<file path="config.mk">
export PLATFORM = sky130hd
export DESIGN_NAME = ir_ac_frame_pulse_sequencer
export DESIGN_NICKNAME = d
export VERILOG_FILES = /design/src/rtl/core/iracfps_pkg.sv /design/src/rtl/core/ir_ac_frame_pulse_sequencer.sv
export VERILOG_INCLUDE_DIRS = /design/src /design/src/rtl/core
export SDC_FILE = /design/constraint.sdc
export NUM_CORES = 1
export LEC_CHECK = 0
export ABC_AREA = 1
export BUFFER_PORTS_ARGS = -buffer_cell sky130_fd_sc_hd__buf_4
export CAP_MARGIN = 20
export CORE_UTILIZATION = 50
export DETAILED_ROUTE_END_ITERATION = 8
export PLACE_DENSITY = 0.65
export SETUP_SLACK_MARGIN = 0.2
export SYNTH_ARGS = -nofsm -noshare
export SYNTH_HDL_FRONTEND = slang
export SYNTH_SLANG_ARGS = --single-unit
</file>
<file path="constraint.sdc">
create_clock -name clk -period 9.45 [get_ports clk]
set_input_delay 2.835 -clock clk [delete_from_list [all_inputs] [get_ports clk]]
set_output_delay 2.835 -clock clk [all_outputs]
set_load 0.05 [all_outputs]
</file>
<file path="src/rtl/core/ir_ac_frame_pulse_sequencer_assert.svh">
// Assertion macros for the frame pulse sequencer.
// Each macro checks on the rising edge of clk and is off while rst_n is low.
`ifndef IR_AC_FRAME_PULSE_SEQUENCER_ASSERT_SVH
`define IR_AC_FRAME_PULSE_SEQUENCER_ASSERT_SVH

`ifndef SYNTHESIS

// Condition must hold at every clock edge out of reset.
`define IRAC_ASSERT(lbl, cond) \
  lbl: assert property (@(posedge clk) disable iff (!rst_n) (cond)) \
    else $error("ir_ac_frame_pulse_sequencer: assertion failed");

// Consequence must hold in the cycle after the trigger.
`define IRAC_ASSERT_NEXT(lbl, trig, cons) \
  lbl: assert property (@(posedge clk) disable iff (!rst_n) (trig) |=> (cons)) \
    else $error("ir_ac_frame_pulse_sequencer: assertion failed");

`else

`define IRAC_ASSERT(lbl, cond)
`define IRAC_ASSERT_NEXT(lbl, trig, cons)

`endif

`endif

</file>
<file path="src/rtl/core/iracfps_pkg.sv">
package iracfps_pkg;

  // Store and frame geometry
  localparam int STATE_BYTES = 16;
  localparam int BYTE_IDX_W  = 4;
  localparam int POS_W       = 9;
  localparam int Q_W         = 8;
  localparam int TICK_W      = 9;

  localparam logic [POS_W-1:0] HALF_PULSES = 9'd140;
  localparam logic [POS_W-1:0] PASS_LAST   = 9'd279;

  // Pulse positions within one half
  localparam logic [Q_W-1:0] Q_HDR_MARK   = 8'd0;
  localparam logic [Q_W-1:0] Q_HDR_SPACE  = 8'd1;
  localparam logic [Q_W-1:0] Q_CMD_FIRST  = 8'd2;
  localparam logic [Q_W-1:0] Q_CMD_LAST   = 8'd65;
  localparam logic [Q_W-1:0] Q_FTR_FIRST  = 8'd66;
  localparam logic [Q_W-1:0] Q_FTR_LAST   = 8'd71;
  localparam logic [Q_W-1:0] Q_GAP_MARK   = 8'd72;
  localparam logic [Q_W-1:0] Q_GAP_SPACE  = 8'd73;
  localparam logic [Q_W-1:0] Q_DAT_FIRST  = 8'd74;
  localparam logic [Q_W-1:0] Q_DAT_LAST   = 8'd137;
  localparam logic [Q_W-1:0] Q_END_MARK   = 8'd138;

  // Durations in ticks
  localparam logic [TICK_W-1:0] T_HDR_MARK  = 9'd106;
  localparam logic [TICK_W-1:0] T_HDR_SPACE = 9'd53;
  localparam logic [TICK_W-1:0] T_BIT_MARK  = 9'd8;
  localparam logic [TICK_W-1:0] T_ONE_SPACE = 9'd18;
  localparam logic [TICK_W-1:0] T_ZERO_SPC  = 9'd6;
  localparam logic [TICK_W-1:0] T_GAP       = 9'd235;
  localparam logic [TICK_W-1:0] T_DBL_GAP   = 9'd470;

  // Footer value and checksum seed
  localparam logic [1:0] FOOTER_ONE_BIT = 2'd1;
  localparam logic [3:0] CS_SEED        = 4'd10;
  localparam logic [2:0] CS_BYTE_SLOT   = 3'd7;

  localparam logic [16:0] DUR_MAX = 17'd65535;

  // Register reset values
  localparam logic [7:0] TICK_US_RESET = 8'd85;
  localparam logic [3:0] REPEAT_RESET  = 4'd0;

  // Configuration register indexes
  typedef enum logic {
    REG_TICK_US = 1'b0,
    REG_REPEAT  = 1'b1
  } cfg_reg_t;

  // Request codes
  typedef enum logic {
    REQ_LOAD  = 1'b0,
    REQ_PULSE = 1'b1
  } req_t;

endpackage

</file>
<file path="src/rtl/core/ir_ac_frame_pulse_sequencer.sv">
// Pulse-distance IR frame sequencer for a 16-byte air-conditioner state.
// Input channel (in_valid/in_ready): an item either loads one state byte
// (in_req_type = load) or asks for the next pulse of the frame (pulse).
// Loads arriving while a frame is in progress are dropped.
// Result channel (out_valid/out_ready): one item per pulse request, giving
// the level, the length in microseconds (saturated at 65535) and a last flag
// on the closing gap of the final repetition. Loads produce no result.
// Configuration: cfg_we writes cfg_data into register cfg_index
// (0 = tick_us, 1 = repeat_count); write only while the block is idle.
// Path: an accepted request goes into the input register, then through
// decode and the 9x8 multiply into the result register.
// Throughput: one item per cycle while the receiver does not stall, set by the
// single decode/multiply stage. When the receiver stalls, the result register
// holds and the input register fills; in_ready drops only while both are occupied.
// Reset (rst_n low, synchronous) empties both registers, rewinds the frame
// position and repeat counter, and sets tick_us to 85 and repeat_count to 0.
// State bytes are not cleared and must be loaded before the first frame.
`include "ir_ac_frame_pulse_sequencer_assert.svh"

module ir_ac_frame_pulse_sequencer
  import iracfps_pkg::*;
(
  input  logic        clk,
  input  logic        rst_n,
  // configuration port
  input  logic        cfg_we,
  input  logic        cfg_index,
  input  logic [7:0]  cfg_data,
  // input channel
  input  logic        in_valid,
  output logic        in_ready,
  input  logic        in_req_type,
  input  logic [3:0]  in_byte_index,
  input  logic [7:0]  in_byte_value,
  // result channel
  output logic        out_valid,
  input  logic        out_ready,
  output logic        out_level,
  output logic [15:0] out_duration_us,
  output logic        out_last
);

  // Registers
  logic [7:0]            tick_us_r;
  logic [3:0]            repeat_r;
  logic [7:0]            store_r [STATE_BYTES];
  logic [POS_W-1:0]      pos_r, pos_nxt;
  logic [3:0]            pass_r, pass_nxt;
  logic                  busy_r, busy_nxt;

  logic                  s1_valid_r;
  logic                  s1_req_r;
  logic [BYTE_IDX_W-1:0] s1_idx_r;
  logic [7:0]            s1_val_r;

  logic                  out_valid_r;
  logic                  out_level_r, out_level_nxt;
  logic [15:0]           out_dur_r, out_dur_nxt;
  logic                  out_last_r, out_last_nxt;

  // Stage control
  logic advance, s1_pulse, in_accept;

  assign advance   = s1_valid_r && (!out_valid_r || out_ready);
  assign s1_pulse  = (s1_req_r == REQ_PULSE);
  assign in_ready  = !s1_valid_r || advance;
  assign in_accept = in_valid && in_ready;

  // Configuration writes
  always_ff @(posedge clk) begin
    if (!rst_n) begin
      tick_us_r <= TICK_US_RESET;
      repeat_r  <= REPEAT_RESET;
    end else if (cfg_we) begin
      unique case (cfg_index)
        REG_TICK_US: tick_us_r <= cfg_data;
        REG_REPEAT:  repeat_r  <= cfg_data[3:0];
        default:     ;
      endcase
    end
  end

  // Input register
  always_ff @(posedge clk) begin
    if (!rst_n) begin
      s1_valid_r <= 1'b0;
    end else if (in_ready) begin
      s1_valid_r <= in_valid;
    end
  end

  always_ff @(posedge clk) begin
    if (in_accept) begin
      s1_req_r <= in_req_type;
      s1_idx_r <= in_byte_index;
      s1_val_r <= in_byte_value;
    end
  end

  // State byte store, written only between frames
  always_ff @(posedge clk) begin
    if (advance && !s1_pulse && !busy_r) begin
      store_r[s1_idx_r] <= s1_val_r;
    end
  end

  // Checksums of both halves from their fixed byte positions
  logic [3:0] cs0, cs1;

  assign cs0 = CS_SEED + store_r[0][3:0] + store_r[1][3:0] + store_r[2][3:0]
             + store_r[3][3:0] + store_r[4][7:4] + store_r[5][7:4] + store_r[6][7:4];
  assign cs1 = CS_SEED + store_r[0][3:0] + store_r[1][3:0] + store_r[2][3:0]
             + store_r[11][3:0] + store_r[12][7:4] + store_r[13][7:4]
             + store_r[14][7:4];

  // Decode the current pulse position
  logic                  half;
  logic [Q_W-1:0]        q, k;
  logic                  in_data;
  logic [BYTE_IDX_W-1:0] frame_idx, phys_idx;
  logic [7:0]            raw_byte, sent_byte;
  logic                  data_bit, footer_bit;
  logic                  lvl;
  logic [TICK_W-1:0]     ticks;
  logic [16:0]           dur_full;

  assign half     = (pos_r >= HALF_PULSES);
  assign q        = half ? Q_W'(pos_r - HALF_PULSES) : pos_r[Q_W-1:0];
  assign in_data  = (q >= Q_DAT_FIRST);
  assign k        = in_data ? (q - Q_DAT_FIRST) : (q - Q_CMD_FIRST);

  // Byte as sent: copies for bytes 8 to 10, checksum in the top nibble of 7 and 15
  assign frame_idx = {half, in_data, k[5:4]};
  assign phys_idx  = (frame_idx >= 4'd8 && frame_idx <= 4'd10)
                   ? {1'b0, frame_idx[2:0]} : frame_idx;
  assign raw_byte  = store_r[phys_idx];
  assign sent_byte = (frame_idx[2:0] == CS_BYTE_SLOT)
                   ? {(half ? cs1 : cs0), raw_byte[3:0]} : raw_byte;
  assign data_bit  = sent_byte[k[3:1]];

  // Footer value 2: only its middle bit is a one
  logic [Q_W-1:0] fk;
  assign fk         = q - Q_FTR_FIRST;
  assign footer_bit = (fk[2:1] == FOOTER_ONE_BIT);

  always_comb begin
    lvl   = 1'b0;
    ticks = T_DBL_GAP;
    case (q) inside
      Q_HDR_MARK: begin
        lvl   = 1'b1;
        ticks = T_HDR_MARK;
      end
      Q_HDR_SPACE: begin
        lvl   = 1'b0;
        ticks = T_HDR_SPACE;
      end
      [Q_CMD_FIRST:Q_CMD_LAST], [Q_DAT_FIRST:Q_DAT_LAST]: begin
        lvl   = !q[0];
        ticks = !q[0] ? T_BIT_MARK : (data_bit ? T_ONE_SPACE : T_ZERO_SPC);
      end
      [Q_FTR_FIRST:Q_FTR_LAST]: begin
        lvl   = !q[0];
        ticks = !q[0] ? T_BIT_MARK : (footer_bit ? T_ONE_SPACE : T_ZERO_SPC);
      end
      Q_GAP_MARK, Q_END_MARK: begin
        lvl   = 1'b1;
        ticks = T_BIT_MARK;
      end
      Q_GAP_SPACE: begin
        lvl   = 1'b0;
        ticks = T_GAP;
      end
      default: begin
        lvl   = 1'b0;
        ticks = T_DBL_GAP;
      end
    endcase
  end

  // Scale to microseconds (saturated below when forming the result)
  assign dur_full = 17'(ticks) * 17'(tick_us_r);

  // Advance frame position and repetition count
  always_comb begin
    pos_nxt       = pos_r;
    pass_nxt      = pass_r;
    busy_nxt      = busy_r;
    out_last_nxt  = 1'b0;
    out_level_nxt = lvl;
    out_dur_nxt   = (dur_full > DUR_MAX) ? 16'hFFFF : dur_full[15:0];
    if (advance && s1_pulse) begin
      busy_nxt = 1'b1;
      if (pos_r == PASS_LAST) begin
        pos_nxt = '0;
        if (pass_r >= repeat_r) begin
          out_last_nxt = 1'b1;
          pass_nxt     = '0;
          busy_nxt     = 1'b0;
        end else begin
          pass_nxt = pass_r + 4'd1;
        end
      end else begin
        pos_nxt = pos_r + 9'd1;
      end
    end
  end

  always_ff @(posedge clk) begin
    if (!rst_n) begin
      pos_r  <= '0;
      pass_r <= '0;
      busy_r <= 1'b0;
    end else begin
      pos_r  <= pos_nxt;
      pass_r <= pass_nxt;
      busy_r <= busy_nxt;
    end
  end

  // Result register
  always_ff @(posedge clk) begin
    if (!rst_n) begin
      out_valid_r <= 1'b0;
    end else if (advance) begin
      out_valid_r <= s1_pulse;
    end else if (out_ready) begin
      out_valid_r <= 1'b0;
    end
  end

  always_ff @(posedge clk) begin
    if (advance && s1_pulse) begin
      out_level_r <= out_level_nxt;
      out_dur_r   <= out_dur_nxt;
      out_last_r  <= out_last_nxt;
    end
  end

  assign out_valid       = out_valid_r;
  assign out_level       = out_level_r;
  assign out_duration_us = out_dur_r;
  assign out_last        = out_last_r;

  // Checks
  `IRAC_ASSERT(a_idle_rewound, busy_r || (pos_r == '0 && pass_r == '0))
  `IRAC_ASSERT(a_pos_in_pass, pos_r <= PASS_LAST)
  `IRAC_ASSERT_NEXT(a_last_ends_frame, advance && s1_pulse && out_last_nxt, !busy_r && out_last)
  `IRAC_ASSERT_NEXT(a_pulse_gives_result, advance && s1_pulse, out_valid)

endmodule
</file>
---- Word level (Yosys, flattened, before mapping) ----
Memories as Yosys holds them, arrays and structs flattened.
Cells that the tools add are included.
operators by class
  add/subtract/negate cells ............... 17
  multipliers ............................. 1
  magnitude comparators ................... 12
  eq/ne operators ......................... 7
  multiplexer cells ....................... 30
  bitwise operators ....................... 1
  reduce and logical (&&, ||, !) cells .... 23
operators with widths
  operator                                                            number
  two-way mux 9 bit                                                   7
  adder 4 bit                                                         10
  two-way mux 5 bit                                                   4
  > comparator 17 x 16 -> 1 bit (second input constant)               1
  multiplier 9 x 8 -> 17 bit                                          1
  equality test 8 x 7 -> 1 bit (second input constant)                2
  greater-or-equal comparator 8 x 7 -> 1 bit (second input constant)  2
  less-or-equal comparator 8 x 7 -> 1 bit (second input constant)     2
  two-way mux 8 bit                                                   2
  two-way mux 1 bit                                                   12
  two-way mux 4 bit                                                   3
  adder 9 x 1 -> 9 bit (second input constant)                        1
  equality test 9 bit (second input constant)                         1
  greater-or-equal comparator 9 x 8 -> 1 bit (second input constant)  1
  logical AND 1 bit                                                   9
  equality test 8 x 1 -> 1 bit (second input constant)                1
  equality test 8 bit (second input constant)                         1
  greater-or-equal comparator 8 x 2 -> 1 bit (second input constant)  1
  less-or-equal comparator 8 bit (second input constant)              1
  logical NOT 8 bit                                                   1
  subtractor 8 bit (second input constant)                            1
  two-way mux 6 bit                                                   1
  AND reduction 2 bit                                                 3
  subtractor 6 x 2 -> 6 bit (second input constant)                   1
  other kinds (16)                                                    22
word-level totals
  register bits after elaboration ......... 59
  memory bits (writable) .................. 128
  bits of input ports ..................... 27
  output and inout bits ................... 20
  word-level logic and storage cells ...... 105
  memories kept ........................... 1
memory list
  memory   depth  bits a word  read ports  clocked after memory_dff  wr ports  line                               text
  store_r  16     8            12          0                         1         ir_ac_frame_pulse_sequencer.sv:46  logic [7:0] store_r [STATE_BYTES];

---- Logic depth before layout (Yosys ltp) ----
Gate-level depths: netlist of the first run.
An unclocked memory read counts as a cell.
  depth after elaboration ................. 19
  mapped depth ............................ 62
  depth with buffers taken out ............ 57

---- Worst setup path before layout of the first run ----
OpenSTA, ideal clock, no wires.
  path type ............................... register to register
  start ................................... mem store_r[2][0]
  end ..................................... reg out_dur_r[10] (netlist: out_duration_us[10]), data pin
  library setup time ...................... 0.268 ns
  data arrival time ....................... 8.872 ns
  required time ........................... 9.182 ns
  slack ................................... 0.310 ns
  cell stages (with the launch flop) ...... 49
  clock period less this slack ............ 9.140 ns
  path through ............................ edfxtp_1 -> fa_1 -> fa_1 -> inv_1 -> fa_1 -> inv_1 -> fa_1 -> inv_1 -> fa_1 -> inv_1 -> ha_1 -> fa_1 -> xnor2_1 -> xor2_1 -> a21oi_1 -> o21ai_0 -> nand3_1 -> nand2_1 -> [... 13 more ...] -> fa_1 -> inv_1 -> ha_1 -> nand2_1 -> nor3_1 -> nand2_1 -> o211ai_1 -> nand2_1 -> nand2_1 -> a21oi_1 -> o21bai_1 -> a21o_1 -> nand2_1 -> nand2_1 -> a21oi_1 -> xnor2_1 -> clkbuf_1 -> nand2_1
RTL lines
  item                    line                                text
  start: declaration      ir_ac_frame_pulse_sequencer.sv:46
  end signal: assignment  ir_ac_frame_pulse_sequencer.sv:235  out_dur_r <= out_dur_nxt;
  end: declaration        ir_ac_frame_pulse_sequencer.sv:58   logic [15:0] out_dur_r, out_dur_nxt;

==> flow_metrics.py, run 1 <==
metrics = {
    "route": {
        "drt-initial-drc-count": 592,
        "routed_wl_mm": 26.2,
        "via_per_inst": 5.29,
        "wl_per_cell_um": 16.5,
        "vias": 8407,
        "drc": 0,
        "ant_nets": 0,
        "dr.pass1.iters": 5,
    },
    "flow_run": {
        "max-cap-violations": 0,
    },
    "yosys": {
        "yosysMostFrequentCell": "nand2_1",
        "synth_top_area_share_pct": 41.1,
        "yosys.area.top_type": "edfxtp_1",
        "syn-num-nets": 1375,
        "syn_area_per_cell_um2": 9.47,
        "yosysSeqAreaShare_pct": 45.9,
        "synth_edf_count": 159,
        "async_flop_share_pct": 0,
        "synth_cell_type_count": 43,
        "synth_cells": 1227,
        "synthesis.area_um2": 11600,
        "synth_common_cells": "nand2_1, inv_1, edfxtp_1, nand3_1, nor2_1",
        "synthTopCellsByArea": "edfxtp_1, fa_1, nand2_1",
        "synth_ff_type": "edfxtp_1",
        "ys_ff_latch": 187,
        "yosys_warnings": 0,
    },
    "timing": {
        "rsz0062_at_grt": "yes",
        "worst_pin_slew_ns": 1.08,
        "max_slew_margin_pct": 27.7,
        "hold_violations": 0,
        "max_freq_mhz": 109,
        "slew_viol_final": 0,
        "whs_ns": 0.458,
        "setup_violations": 0,
        "finClkSkew_ns": 0.0168,
        "fin_crit_ns": 9.14,
        "period_share_pct": 96.8,
    },
    "floorplanning": {
        "num_rows": 55,
        "boundaryPins": 47,
        "chipHeight_um": 154,
        "core_um2": 22700,
        "die_w_um": 154,
        "initial_core_util_pct": 51.1,
        "dieArea_um2": 23800,
    },
    "grt": {
        "grt_usage_pct": 23.5,
        "grt_max_degree": 34,
        "grt_overflow": 0,
        "antenna_found_initial": 0,
        "grt_pass1_vias": 8190,
        "grt_pass1_wl_mm": 42.7,
    },
    "setup_path": {
        "critPathSlowestCell": "fa_1",
        "worstSetupEndpointType": "flop",
        "crit_top_cell": "fa_1",
        "setup.worst_path.start_class": "flop",
        "cp.arrival_ns": 9.33,
        "critPathKind": "flop to flop",
        "cp_max_fo": 8,
        "cpPeakStageDelay_ns": 0.53,
        "worst_ep_required_time_ns": 9.63,
    },
    "layout": {
        "syn_to_final_growth_pct": 14.4,
        "fin_cells": 1590,
        "postLayoutCoreUtil_pct": 58.5,
        "diodes": 0,
        "drive_gt1_share_pct": 15.7,
        "nNetsFinal": 1440,
        "n_fill_cell": 1956,
    },
    "place": {
        "port_buffers": 46,
        "place_inst": 1547,
        "place_hpwl_mm": 18.8,
        "gp_congestion": 0.913,
    },
    "min_path": {
        "min_path_type": "flop to flop",
    },
    "power": {
        "p_per_area_nw_per_um2": 199,
        "p_leak_nw": 6.04,
        "irDropWorstVdd_uv": 142,
    },
    "run_status": {
        "status": "finished, final reports clean",
    },
    "clocking": {
        "clk-insertion-delay-late_ns": 0.44,
        "cts_made_buffers": 17,
        "cts_buffer_depth": 2,
        "cts_max_level": 4,
        "clock_sinks": 187,
        "clk_pin_slew_ns": 0.08,
        "cts_hold_buf": 0,
        "root_buffer": "clkbuf_16",
        "cts_tree": "done",
    },
}
[cell usage in the layout (no fill, tap or decap), drive strengths merged]
master and n:
nand2 266, inv 258, edfxtp 159, nand3 120
nor2 86, buf 74, fa 61, ha 60
a21oi 31, o211ai 29, dfxtp 28, o21ai 28
xnor2 21, clkbuf 18, xor2 15, nor3 12
clkinv 8, nand4 7, a31oi 6, o21bai 5
or2 2, nor4 2, nor3b 2, o21a 2
o32ai 1, or3 1, a211oi 1, a21o 1
bufinv 1
[sequential cells by signal, indices dropped and copies added (netlist names)]
register	flops
pass_r	4
out_level	1
store_r	128
s1_valid_r	1
s1_idx_r	4
pos_r	9
tick_us_r	8
busy_r	1
out_duration_us	16
repeat_r	4
out_last	1
s1_pulse	1
s1_val_r	8
out_valid	1
[layer usage]
layer | routed length [um] | track usage (%) | part of all wire (%)
met1 | 12200 | 33.3 | 47
met2 | 11900 | 36.4 | 45
met3 | 1630 | 4.82 | 6.2
met4 | 471 | 6.84 | 1.8
met5 | 0 | 0 | 0
[timing repair]
action | 4_1_cts | 5_1_grt
pin swaps | 41 | 22
endpoints found under the setup margin | 16 | 16
gates cloned | 1 | 0
buffers inserted | 4 | 3
gates resized for setup | 42 | 27
hold endpoints to repair | 0 | 0
[stage by stage]
stage | worst slack [ns] | instance area, um^2 | power (mW) | TNS (ns)
final | 0.305 | 13300 | 2.65 | 0
after global routing | -0.225 | 13300 | 2.80 | -3.37
after CTS | 0.202 | 13200 | 2.61 | 0
after detailed placement | -0.0342 | 12300 | 1.74 | -0.124
after global placement | 0.0374 | 12300 | 1.72 | 0
after floorplan | 0.310 | 11600 | 1.54 | 0
[critical path, delay by kind of cell, from the launching register on]
kind	cells	cell delay [ns]
flip-flops	1	0.43
adder cells (fa/ha/maj)	12	5.29
buffers and inverters	8	0.60
AO/OA/AOI/OAI	7	0.93
XOR/XNOR	3	0.44
AND/OR/NAND/NOR	18	1.16
[power by group]
| part | total (mW) | internal [mW] | switching, mW |
|---|---|---|---|
| combinational | 0.904 | 0.397 | 0.507 |
| sequential | 0.975 | 0.954 | 0.0211 |
| clock | 0.770 | 0.394 | 0.376 |
[cells by family (layout without fill, tap and decap cells)]
group | Yosys count | in the layout | synth area share, %
compound gates | 104 | 104 | 5.60
flops | 187 | 187 | 45.9
xor+xnor | 36 | 36 | 2.71
simple gates | 498 | 498 | 19.1
buf+inv | 281 | 359 | 9.71
fa+ha+maj | 121 | 121 | 17.0
[area by class of cell]
cell class / instances / area [um^2] / share of cell area [%]
clock buffer: 17 / 425 / 3.20
sequential: 187 / 5340 / 40.2
clock inverter: 15 / 225 / 1.70
timing repair buffer: 75 / 616 / 4.63
multi-input combinational: 759 / 5380 / 40.5
tap: 285 / 357 / 2.68
inverter: 252 / 951 / 7.16
[worst paths after layout]
| kind | to | slack [ns] | startpoint | depth (start not counted) |
|---|---|---|---|---|
| max | out_duration_us[9]$_SDFFCE_PN1P_ | 0.31 | store_r[2][2]$_DFFE_PP_ | 48 |
| min | repeat_r[1]$_SDFFE_PN0P_ | 0.46 | repeat_r[1]$_SDFFE_PN0P_ | 2 |
| max reg2reg | out_duration_us[9]$_SDFFCE_PN1P_ | 0.31 | store_r[2][2]$_DFFE_PP_ | 48 |
| min reg2reg | repeat_r[1]$_SDFFE_PN0P_ | 0.46 | repeat_r[1]$_SDFFE_PN0P_ | 2 |
(Power assumes the default switching activity.)
==> inputs of run 2 (changes only) <==
CORE_MARGIN = 3   (was unset)
CORE_UTILIZATION = 40   (was 50)
PLACE_DENSITY = 0.54   (was 0.65)
==> run 2 against run 1 <==
Sequential share of layout area is 0.46 points lower. Non-clock buffer count is 6 higher. Core utilization is 11 points lower. Maximum frequency is 0.80% higher. Combinational power is 4.1% higher. Clock skew is 0.0020 ns higher. First-iteration DRC count is 16% lower. Via count is 0.30% higher. Register-to-register slack better by 0.07 ns. Design area is 1.2% higher. Critical path type unchanged. Critical endpoint is now out_duration_us[5]$_SDFFCE_PN1P_. Highest routed layer unchanged.
==> flow_metrics.py, run 2 (synthesis gave the netlist of run 1 again) <==
metrics = {
    "flow_run": {
        "max-cap-violations": 0,
    },
    "setup_path": {
        "rrSetupSlack_ns": 0.38,
        "crit_end": "out_duration_us[5]$_SDFFCE_PN1P_",
        "critPathSlowestCell": "fa_1",
        "crit_start": "store_r[2][0]$_DFFE_PP_",
        "r2r-start": "store_r[2][0]$_DFFE_PP_",
        "worst_ep_required_time_ns": 9.63,
        "worst_r2r_path_depth": 47,
        "worstSetupEndpointType": "flop",
        "critPathKind": "flop to flop",
        "setup.worst_path.start_class": "flop",
        "cp_max_fo": 8,
        "cpPeakStageDelay_ns": 0.55,
        "cp.arrival_ns": 9.26,
        "crit_top_cell": "fa_1",
        "r2r_end": "out_duration_us[5]$_SDFFCE_PN1P_",
    },
    "power": {
        "power_mw": 2.71,
        "p_leak_nw": 6.09,
        "p_per_area_nw_per_um2": 201,
        "irDropWorstVdd_uv": 130,
    },
    "grt": {
        "grt_pass1_wl_mm": 44.9,
        "grt_pass1_vias": 8262,
        "antenna_found_initial": 0,
        "grt_overflow": 0,
        "grt_usage_pct": 18.6,
        "grt_max_degree": 48,
    },
    "layout": {
        "largest_reg_flops": 128,
        "syn_to_final_growth_pct": 15.7,
        "n_fill_cell": 2647,
        "final_cell_mix": "inv_1, nand2_1, edfxtp_1, nand3_1",
        "final_common_cell": "inv_1",
        "nNetsFinal": 1446,
        "diodes": 0,
        "drive_gt1_share_pct": 16.3,
        "postLayoutCoreUtil_pct": 47.7,
        "top_register": "store_r",
    },
    "floorplanning": {
        "core_um2": 28200,
        "num_rows": 61,
        "die_w_um": 176,
        "boundaryPins": 47,
        "initial_core_util_pct": 41.2,
        "chipHeight_um": 176,
        "dieArea_um2": 31100,
    },
    "clocking": {
        "cts_max_level": 4,
        "clk-insertion-delay-late_ns": 0.44,
        "cts_hold_buf": 0,
        "cts_buffer_depth": 2,
        "clk_pin_slew_ns": 0.08,
        "cts_tree": "done",
        "root_buffer": "clkbuf_16",
        "cts_made_buffers": 17,
        "clock_sinks": 187,
    },
    "place": {
        "place_hpwl_mm": 19.7,
        "gp_congestion": 0.889,
        "port_buffers": 46,
    },
    "route": {
        "via_per_inst": 4.99,
        "wl_per_cell_um": 16.5,
        "dr.pass1.iters": 5,
        "ant_nets": 0,
        "routed_wl_mm": 27.8,
        "drt-initial-drc-count": 495,
        "vias": 8432,
        "drc": 0,
    },
    "timing": {
        "slew_viol_final": 0,
        "finClkSkew_ns": 0.0188,
        "rsz0062_at_grt": "yes",
        "period_share_pct": 96.0,
        "hold_violations": 0,
        "fin_crit_ns": 9.07,
        "max_slew_margin_pct": 30.2,
        "setup_violations": 0,
        "whs_ns": 0.480,
        "worst_pin_slew_ns": 1.04,
        "max_freq_mhz": 110,
    },
    "min_path": {
        "min_path_type": "flop to flop",
    },
    "run_status": {
        "status": "finished, final reports clean",
    },
}
run 2: timing repair:
item	4_1_cts	5_1_grt
setup buffers	7	5
pin swaps	32	42
endpoints found under the setup margin	16	16
resized for setup	28	43
gates cloned	1	0
run 2: where the power goes:
group	switching, mW	internal, mW	leakage (nW)
sequential	0.0219	0.954	1.67
clock	0.391	0.398	0.315
combinational	0.514	0.427	4.10
total	0.927	1.78	6.09
run 2: routing by layer:
layer	global-route usage [%]	vias up	part of all wire (%)
li1	-	4090	-
met1	28.4	4081	49
met2	27.7	235	44
met3	2.52	26	5.7
met4	5.24	0	1.5
met5	0	-	0
run 2: layout make-up:
type	instances	area [um^2]	area share [%]
clock buffers	17	425	3.16
clock inverters	15	225	1.68
inverters	252	951	7.07
multi-input cells	759	5360	39.9
flip-flops and latches	187	5340	39.7
well taps	378	473	3.52
repair buffers	81	673	5.01
run 2: worst min-delay path by stage:
stage                                  start                  endpoint  depth (start not counted)
CTS                 repeat_r[3]$_SDFFE_PN0P_  repeat_r[3]$_SDFFE_PN0P_                          2
finish              repeat_r[3]$_SDFFE_PN0P_  repeat_r[3]$_SDFFE_PN0P_                          2
detailed placement  repeat_r[3]$_SDFFE_PN0P_  repeat_r[3]$_SDFFE_PN0P_                          2
global placement    repeat_r[3]$_SDFFE_PN0P_  repeat_r[3]$_SDFFE_PN0P_                          2
global route        repeat_r[3]$_SDFFE_PN0P_  repeat_r[3]$_SDFFE_PN0P_                          2
floorplan           repeat_r[1]$_SDFFE_PN0P_  repeat_r[1]$_SDFFE_PN0P_                          2
run 2: critical path: cells and delay by family, from the launching register on:
kind                     cells  cell delay, ns
flip-flops                   1            0.43
XOR/XNOR                     3            0.51
AO/OA/AOI/OAI                7            0.74
buffers and inverters        8            0.66
adder cells (fa/ha/maj)     12            5.19
AND/OR/NAND/NOR             17            1.31
run 2: metrics by stage:
| stage | setup slack (ns) | std cells | cell area [um^2] | TNS (ns) |
|---|---|---|---|---|
| final | 0.378 | 1689 | 13400 | 0 |
| after global routing | -0.127 | 1689 | 13400 | -1.88 |
| after CTS | 0.201 | 1681 | 13300 | 0 |
| after detailed placement | -0.0961 | 1641 | 12400 | -0.777 |
| after global placement | 0.00685 | 1640 | 12400 | 0 |
| after floorplan | 0.310 | 1227 | 11600 | 0 |
